`config.mk`:
```
export PLATFORM = sky130hd
export DESIGN_NAME = lru_page_frame_tracker_core
export DESIGN_NICKNAME = d
export VERILOG_FILES = /design/src/rtl/lpft_pkg.sv /design/src/rtl/lpft_ctrl.sv /design/src/rtl/lpft_datapath.sv /design/src/rtl/lru_page_frame_tracker_core.sv
export SDC_FILE = /design/constraint.sdc
export NUM_CORES = 1
export LEC_CHECK = 0
export BUFFER_PORTS_ARGS = -buffer_cell sky130_fd_sc_hd__buf_2
export CORE_ASPECT_RATIO = 0.6
export CORE_MARGIN = 3
export CORE_UTILIZATION = 35
export CTS_CLUSTER_DIAMETER = 100
export DETAILED_ROUTE_END_ITERATION = 8
export PLACE_DENSITY = 0.63
export SYNTH_ARGS = -nofsm -noshare
export SYNTH_HDL_FRONTEND = slang
export SYNTH_SLANG_ARGS = --single-unit
export TNS_END_PERCENT = 10
```
`constraint.sdc`:
```
create_clock -name clk -period 9.4 [get_ports clk]
set_clock_uncertainty 0.15 [all_clocks]
set_input_delay 1.41 -clock clk [delete_from_list [all_inputs] [get_ports clk]]
set_output_delay 1.41 -clock clk [all_outputs]
set_load 0.03 [all_outputs]
```
`src/rtl/lpft_pkg.sv`:
```
// Shared constants, types and controller encodings for the LRU page frame tracker.
`default_nettype none
package lpft_pkg;

  localparam int FRAMES      = 8;
  localparam int PAGE_BITS   = 16;
  localparam int FRAME_IDX_W = $clog2(FRAMES);
  localparam int COUNT_W     = $clog2(FRAMES + 1);
  localparam int CFG_W       = 4;
  localparam int ADDR_W      = 3;
  localparam int DATA_W      = 32;

  localparam logic [CFG_W-1:0] FRAMES_IN_USE_RESET = CFG_W'(8);

  // Register index, taken from paddr[2].
  localparam logic REG_FRAMES_IN_USE = 1'b0;

  typedef logic [PAGE_BITS-1:0]   page_t;
  typedef logic [FRAME_IDX_W-1:0] frame_idx_t;
  typedef logic [COUNT_W-1:0]     count_t;

  typedef enum logic [1:0] {
    ST_IDLE,
    ST_MATCH,
    ST_UPDATE
  } lpft_state_t;

  typedef struct packed {
    logic load;    // capture the referenced page
    logic match;   // register the compare vector
    logic commit;  // update the list and load the result register
  } lpft_cmd_t;

endpackage
`default_nettype wire

```
`src/rtl/lpft_ctrl.sv`:
```
// Controller state machine and result valid flag for the LRU page frame tracker.
`default_nettype none
module lpft_ctrl (
  input  wire               clk,
  input  wire               rst_n,
  input  wire               in_valid,
  output logic              in_ready,
  output logic              out_valid,
  input  wire               out_ready,
  output lpft_pkg::lpft_cmd_t cmd_o
);
  import lpft_pkg::*;

  lpft_state_t state_r, state_nxt;
  logic        out_valid_r, out_valid_nxt;

  always_ff @(posedge clk) begin
    if (!rst_n) begin
      state_r     <= ST_IDLE;
      out_valid_r <= 1'b0;
    end else begin
      state_r     <= state_nxt;
      out_valid_r <= out_valid_nxt;
    end
  end

  always_comb begin
    state_nxt = state_r;
    cmd_o     = '0;
    in_ready  = 1'b0;
    unique case (state_r)
      ST_IDLE: begin
        in_ready = 1'b1;
        if (in_valid) begin
          cmd_o.load = 1'b1;
          state_nxt  = ST_MATCH;
        end
      end
      ST_MATCH: begin
        cmd_o.match = 1'b1;
        state_nxt   = ST_UPDATE;
      end
      ST_UPDATE: begin
        // The result register must be free, or emptied in this cycle.
        if (!out_valid_r || out_ready) begin
          cmd_o.commit = 1'b1;
          state_nxt    = ST_IDLE;
        end
      end
      default: state_nxt = ST_IDLE;
    endcase
  end

  always_comb begin
    if (cmd_o.commit) begin
      out_valid_nxt = 1'b1;
    end else if (out_ready) begin
      out_valid_nxt = 1'b0;
    end else begin
      out_valid_nxt = out_valid_r;
    end
  end

  assign out_valid = out_valid_r;

  a_rise_from_update: assert property (@(posedge clk) disable iff (!rst_n)
    $rose(out_valid_r) |-> $past(state_r) == ST_UPDATE)
    else $error("result appeared outside the update step");

  a_match_then_update: assert property (@(posedge clk) disable iff (!rst_n)
    state_r == ST_MATCH |=> state_r == ST_UPDATE)
    else $error("match step not followed by update");

  a_no_overwrite: assert property (@(posedge clk) disable iff (!rst_n)
    (state_r == ST_UPDATE && out_valid_r && !out_ready) |=> state_r == ST_UPDATE)
    else $error("update left while the result register was still full");

endmodule
`default_nettype wire

```
`src/rtl/lpft_datapath.sv`:
```
// Resident page list, parallel compare, shift and append, and result registers.
`default_nettype none
module lpft_datapath (
  input  wire                         clk,
  input  wire                         rst_n,
  input  wire lpft_pkg::lpft_cmd_t    cmd_i,
  input  wire lpft_pkg::page_t        page_i,
  input  wire [lpft_pkg::CFG_W-1:0]   frames_in_use_i,
  output logic                        hit_o,
  output lpft_pkg::frame_idx_t        hit_position_o,
  output logic                        evicted_valid_o,
  output lpft_pkg::page_t             evicted_page_o,
  output lpft_pkg::count_t            resident_count_o
);
  import lpft_pkg::*;

  page_t      pages_r [FRAMES];
  page_t      pages_nxt [FRAMES];
  page_t      up_w [FRAMES];
  count_t     fill_r, fill_nxt;
  page_t      page_r;
  logic [FRAMES-1:0] match_r;

  logic       hit_r, evicted_valid_r;
  frame_idx_t hit_position_r;
  page_t      evicted_page_r;

  logic       hit_w, evict_w, drop_w;
  frame_idx_t pos_w, dpos_w;
  count_t     lim_w, fill_drop_w;

  // Each entry's neighbor one place toward the most-recent end.
  for (genvar g = 0; g < FRAMES; g++) begin : g_up
    if (g < FRAMES - 1) begin : g_next
      assign up_w[g] = pages_r[g+1];
    end else begin : g_last
      assign up_w[g] = pages_r[g];
    end
  end

  always_comb begin
    if (frames_in_use_i == '0) begin
      lim_w = count_t'(1);
    end else if (COUNT_W'(frames_in_use_i) > count_t'(FRAMES)) begin
      lim_w = count_t'(FRAMES);
    end else begin
      lim_w = COUNT_W'(frames_in_use_i);
    end
  end

  // Lowest matching position wins.
  always_comb begin
    pos_w = '0;
    for (int i = FRAMES - 1; i >= 0; i--) begin
      if (match_r[i]) begin
        pos_w = frame_idx_t'(i);
      end
    end
  end

  assign hit_w       = |match_r;
  assign evict_w     = !hit_w && (fill_r >= lim_w) && (fill_r != '0);
  assign drop_w      = hit_w || evict_w;
  assign dpos_w      = hit_w ? pos_w : '0;
  assign fill_drop_w = fill_r - count_t'(drop_w);
  assign fill_nxt    = (fill_drop_w < count_t'(FRAMES)) ? fill_drop_w + count_t'(1)
                                                        : fill_drop_w;

  always_comb begin
    for (int i = 0; i < FRAMES; i++) begin
      if (count_t'(i) == fill_drop_w) begin
        pages_nxt[i] = page_r;
      end else if (drop_w && frame_idx_t'(i) >= dpos_w && count_t'(i) < fill_drop_w) begin
        pages_nxt[i] = up_w[i];
      end else begin
        pages_nxt[i] = pages_r[i];
      end
    end
  end

  always_ff @(posedge clk) begin
    if (!rst_n) begin
      fill_r <= '0;
    end else if (cmd_i.commit) begin
      fill_r <= fill_nxt;
    end
  end

  always_ff @(posedge clk) begin
    if (cmd_i.load) begin
      page_r <= page_i;
    end
    if (cmd_i.match) begin
      for (int i = 0; i < FRAMES; i++) begin
        match_r[i] <= (pages_r[i] == page_r) && (count_t'(i) < fill_r);
      end
    end
    if (cmd_i.commit) begin
      for (int i = 0; i < FRAMES; i++) begin
        pages_r[i] <= pages_nxt[i];
      end
      hit_r           <= hit_w;
      hit_position_r  <= hit_w ? pos_w : '0;
      evicted_valid_r <= evict_w;
      evicted_page_r  <= evict_w ? pages_r[0] : '0;
    end
  end

  assign hit_o            = hit_r;
  assign hit_position_o   = hit_position_r;
  assign evicted_valid_o  = evicted_valid_r;
  assign evicted_page_o   = evicted_page_r;
  assign resident_count_o = fill_r;

  a_fill_bound: assert property (@(posedge clk) disable iff (!rst_n)
    fill_r <= count_t'(FRAMES))
    else $error("fill count beyond frame count");

  a_hit_keeps_fill: assert property (@(posedge clk) disable iff (!rst_n)
    (cmd_i.commit && hit_w) |=> fill_r == $past(fill_r))
    else $error("hit changed the fill count");

  a_evict_flag: assert property (@(posedge clk) disable iff (!rst_n)
    (cmd_i.commit && evict_w) |=> evicted_valid_o && fill_r == $past(fill_r))
    else $error("eviction not reported or fill count moved");

endmodule
`default_nettype wire

```
`src/rtl/lru_page_frame_tracker_core.sv`:
```
// Top level of the LRU page frame tracker: register port, controller and datapath.
//
// Usage: each input beat on in_valid/in_ready carries one page reference
// (in_page_number). The block keeps up to eight resident pages ordered from
// least to most recently used, and for every reference returns exactly one
// output beat on out_valid/out_ready with hit, hit_position, evicted_valid,
// evicted_page and resident_count.
// Each reference passes in turn through capture, a registered eight-way
// compare, then the shift-and-append update, which a small controller
// sequences; a new reference is taken only after the previous update.
// The result register parts the two sides, so a new reference is taken
// while the previous result still waits. When the receiver stalls, the
// update step holds until the result register empties; in_ready stays low
// until then.
// Reset (rst_n, synchronous, active low) empties the list and sets
// frames_in_use to 8. The register sits at byte address 0 of the APB-style
// port and should be written only while the block is idle.
`default_nettype none
module lru_page_frame_tracker_core (
  input  wire                          clk,
  input  wire                          rst_n,
  // Configuration port.
  input  wire                          psel,
  input  wire                          penable,
  input  wire                          pwrite,
  input  wire [lpft_pkg::ADDR_W-1:0]   paddr,
  input  wire [lpft_pkg::DATA_W-1:0]   pwdata,
  output logic [lpft_pkg::DATA_W-1:0]  prdata,
  output logic                         pready,
  // Reference input channel.
  input  wire                          in_valid,
  output logic                         in_ready,
  input  wire [lpft_pkg::PAGE_BITS-1:0] in_page_number,
  // Result channel.
  output logic                         out_valid,
  input  wire                          out_ready,
  output logic                         out_hit,
  output logic [lpft_pkg::FRAME_IDX_W-1:0] out_hit_position,
  output logic                         out_evicted_valid,
  output logic [lpft_pkg::PAGE_BITS-1:0] out_evicted_page,
  output logic [lpft_pkg::COUNT_W-1:0] out_resident_count
);
  import lpft_pkg::*;

  logic [CFG_W-1:0] frames_in_use_r;
  logic             cfg_write_w;
  lpft_cmd_t        cmd_w;

  // The port never inserts wait states. Byte address bit 2 selects the
  // register; an address with bit 2 set is ignored on write and reads back
  // as zero.
  assign pready      = 1'b1;
  assign cfg_write_w = psel && penable && pwrite && pready;

  always_ff @(posedge clk) begin
    if (!rst_n) begin
      frames_in_use_r <= FRAMES_IN_USE_RESET;
    end else if (cfg_write_w && paddr[2] == REG_FRAMES_IN_USE) begin
      frames_in_use_r <= pwdata[CFG_W-1:0];
    end
  end

  always_comb begin
    prdata = '0;
    if (paddr[2] == REG_FRAMES_IN_USE) begin
      prdata = DATA_W'(frames_in_use_r);
    end
  end

  // The controller walks each reference through capture, compare and update.
  lpft_ctrl u_ctrl (
    .clk       (clk),
    .rst_n     (rst_n),
    .in_valid  (in_valid),
    .in_ready  (in_ready),
    .out_valid (out_valid),
    .out_ready (out_ready),
    .cmd_o     (cmd_w)
  );

  // The datapath holds the ordered list and the result register payload.
  lpft_datapath u_datapath (
    .clk              (clk),
    .rst_n            (rst_n),
    .cmd_i            (cmd_w),
    .page_i           (in_page_number),
    .frames_in_use_i  (frames_in_use_r),
    .hit_o            (out_hit),
    .hit_position_o   (out_hit_position),
    .evicted_valid_o  (out_evicted_valid),
    .evicted_page_o   (out_evicted_page),
    .resident_count_o (out_resident_count)
  );

endmodule
`default_nettype wire

```
==> flow_metrics.env <==
export IMPL_status="finished, final reports clean"
export IMPL_final_common_cell="edfxtp_1"
export IMPL_worst_path_buf_inv=1
export IMPL_antenna_left=0
export IMPL_cts_resized_gates=0
export IMPL_fp_row_count=46
export IMPL_clock_root_buffer="clkbuf_16"
export IMPL_drv_slew=0
export IMPL_top_layer_used="met4"
export IMPL_worstMarginPinSlew_ps=1150
export IMPL_seq_area_frac_synth_pct=55.6
export IMPL_crit_type="reg -> reg"
export IMPL_hold_class="reg -> reg"
export IMPL_final_cells=1131
export IMPL_hold_viol=0
export IMPL_crit_arrival_ps=4870
export IMPL_cts_sinks=184
export IMPL_maxCapViolations=0
export IMPL_fin_crit_sh_pct=52.2
export IMPL_viasPerCell=4.87
export IMPL_drt_first_iter_violations=474
export IMPL_diodes=0
export IMPL_yosysTopAreaCellShare_pct=53.3
export IMPL_io_buffers=58
export IMPL_dieArea_mm2=0.0299
export IMPL_dr_pass1_iters=5
export IMPL_drt_total_wl_um=20400
export IMPL_grt_max_degree=29
export IMPL_drc=0
export IMPL_cts_htree_levels=4
export IMPL_ys_ff_latch=184
export IMPL_cts_setup_buffers=0
export IMPL_nets=826
export IMPL_synth_ff_type="edfxtp_1"
export IMPL_die_height_um=135
export IMPL_max_slew_margin_rel_pct=23.2
export IMPL_layout_min_cycle_time_ps=4900
export IMPL_coreArea_mm2=0.0269
export IMPL_clk_latency_ps=440
export IMPL_start_util_pct=36.3
export IMPL_required_ps=9370
export IMPL_tns_ps=0
export IMPL_synth_top_area_cell="edfxtp_1"
export IMPL_synthArstFlopShare_pct=0
export IMPL_worstPathCellList="ha_1, a21oi_1, o21ai_0, a21oi_1, o21ai_0, ha_1, nor3b_4, xnor2_1, ha_1, nand2_1, nor2_2, a31oi_1, nor2_1, buf_4"
export IMPL_final_cell_mix="173 x edfxtp_1, 102 x xor2_1, 89 x mux2_2, 58 x buf_2, 29 x conb_1"
export IMPL_syn_area_mm2=0.00974
export IMPL_syn_inst=719
export IMPL_antenna_found_initial=0
export IMPL_cts_buffer_depth=2
export IMPL_setup_viol=0
export IMPL_dp_hpwl_um=15300
export IMPL_synthTopCellsByArea="edfxtp_1 53%, mux2_2 10%, xor2_1 9.2%, mux2_4 2.8%, xnor2_1 2.4%"
export IMPL_drive_gt1_share_pct=27.9
export IMPL_crit_path_frequent_cell="ha_1"
export IMPL_avgSynthCellArea_um2=13.6
export IMPL_grtUsageTotal_pct=13.9
export IMPL_cts_tree="yes"
export IMPL_gr_total_overflow=0
export IMPL_p_leak_nw=3.86
export IMPL_cts_buffers=17
export IMPL_power_density_mw_per_mm2=170
export IMPL_wl_met3_um=1450
export IMPL_ir_drop_mv=0.0987
export IMPL_max_stage_delay_ps=740
export IMPL_max_freq_mhz=204
export IMPL_start_kind="flip-flop"
export IMPL_placed_cells=1099
export IMPL_crit_family="simple AND/OR/NAND/NOR gates"
export IMPL_clk_pin_slew_worst_paths_ps=70
export IMPL_gp_congestion=0.884
export IMPL_synth_edf_count=173
export IMPL_ys_warn_count=0
export IMPL_grt_pass1_vias=5348
export IMPL_areaGrowthSynthToFinish_pct=10.6
export IMPL_grt_pass1_wl_um=31800
export IMPL_cts_hold_fix_buffers=0
export IMPL_ys_types=60
export IMPL_cp_max_fo=17
export IMPL_wl_per_cell_um=18.1
export IMPL_wl_met2_um=7630
export IMPL_die_width_um=221
export IMPL_io_pins=118
export IMPL_rsz0062_at_grt="no"
export IMPL_critPathCaptureType="flip-flop"
export IMPL_wirelength_met1_um=11200
export IMPL_crit_path_top_delay_cell="nor2_2"
export IMPL_via_count=5511
metal layers:
layer  up-vias  global-route usage, %
li1       2615                      -
met1      2736                   22.5
met2       146                   17.5
met3        14                   3.85
met4         0                   3.94
met5         -                      0
layout make-up:
class,count,area (um2)
Fill cell,2533,16100
Sequential cell,184,5420
Multi-Input combinational cell,471,3900
Tap cell,360,450
Clock buffer,22,444
Timing Repair Buffer,70,380
Clock inverter,10,126
Inverter,14,52.6
where the power goes:
| part | switching (mW) | leakage (nW) | internal [mW] |
|---|---|---|---|
| sequential | 0.0357 | 1.66 | 0.918 |
| clock | 0.299 | 0.273 | 0.415 |
| combinational | 0.0987 | 1.92 | 0.0610 |
| total | 0.434 | 3.86 | 1.39 |
flip-flops by register name, indices dropped and copies added (netlist names):
name                         flops
u_ctrl.out_valid                 1
u_datapath.evicted_page_o       16
u_datapath.pages_r             128
u_datapath.hit_position_o        3
u_datapath.evicted_valid_o       1
u_datapath.hit_o                 1
u_datapath.match_r               8
frames_in_use_r                  4
u_datapath.resident_count_o      4
u_datapath.page_r               16
u_ctrl.state_r                   2
per-stage QoR:
step / hold WS (ps) / worst slack [ps] / utilization (%) / total power [mW] / cell area (um2)
finish: 396 / 4500 / 40.1 / 1.83 / 10800
detailed placement: 390 / 4610 / 38.0 / 1.13 / 10200
CTS: 399 / 4530 / 40.1 / 1.84 / 10800
global route: 431 / 4130 / 40.1 / 1.90 / 10800
global placement: 378 / 4720 / 38.0 / 1.13 / 10200
floorplan: 274 / 4580 / - / 1.09 / 9850
worst paths after layout:
check	start	to	slack [ps]	cells after the start
hold / removal	frames_in_use_r[0]	frames_in_use_r[0]	400	2
setup reg to reg	u_datapath.resident_count_o[2]	u_datapath.pages_r[5][14]	4500	14
hold reg to reg	frames_in_use_r[0]	frames_in_use_r[0]	400	2
setup / recovery	u_datapath.resident_count_o[2]	u_datapath.pages_r[5][14]	4500	14
synthesized netlist by cell type, drive strengths merged (8+ instances only):
master and n:
nand4 10, o21ai 9, buf 50, nor2 20, nand2b 9, nor3 13, nor2b 8, nor4 28
inv 13, edfxtp 173, clkbuf 27, and2 19, ha 10, a21oi 9, mux2 112, nand2 21
xor2 102, dfxtp 11, xnor2 27
tightest hold or removal path: cells and delay by family, from the launching register on:
kind | cells | cell delay, ps
simple gates | 1 | 50
flops | 1 | 320
mux | 1 | 130
kinds of logic after synthesis:
logic type / Yosys count / share of synthesized area, %
AOI/OAI and AO/OA: 45 / 3.25
xor gates and xnor gates: 129 / 11.6
adders and majority gates: 10 / 1.28
buffers and inverters: 91 / 5.51
DFF: 184 / 55.6
muxes: 116 / 14.0
other: 2 / 0.0771
and+or+nand+nor: 142 / 8.67
(Power assumes the default switching activity.)
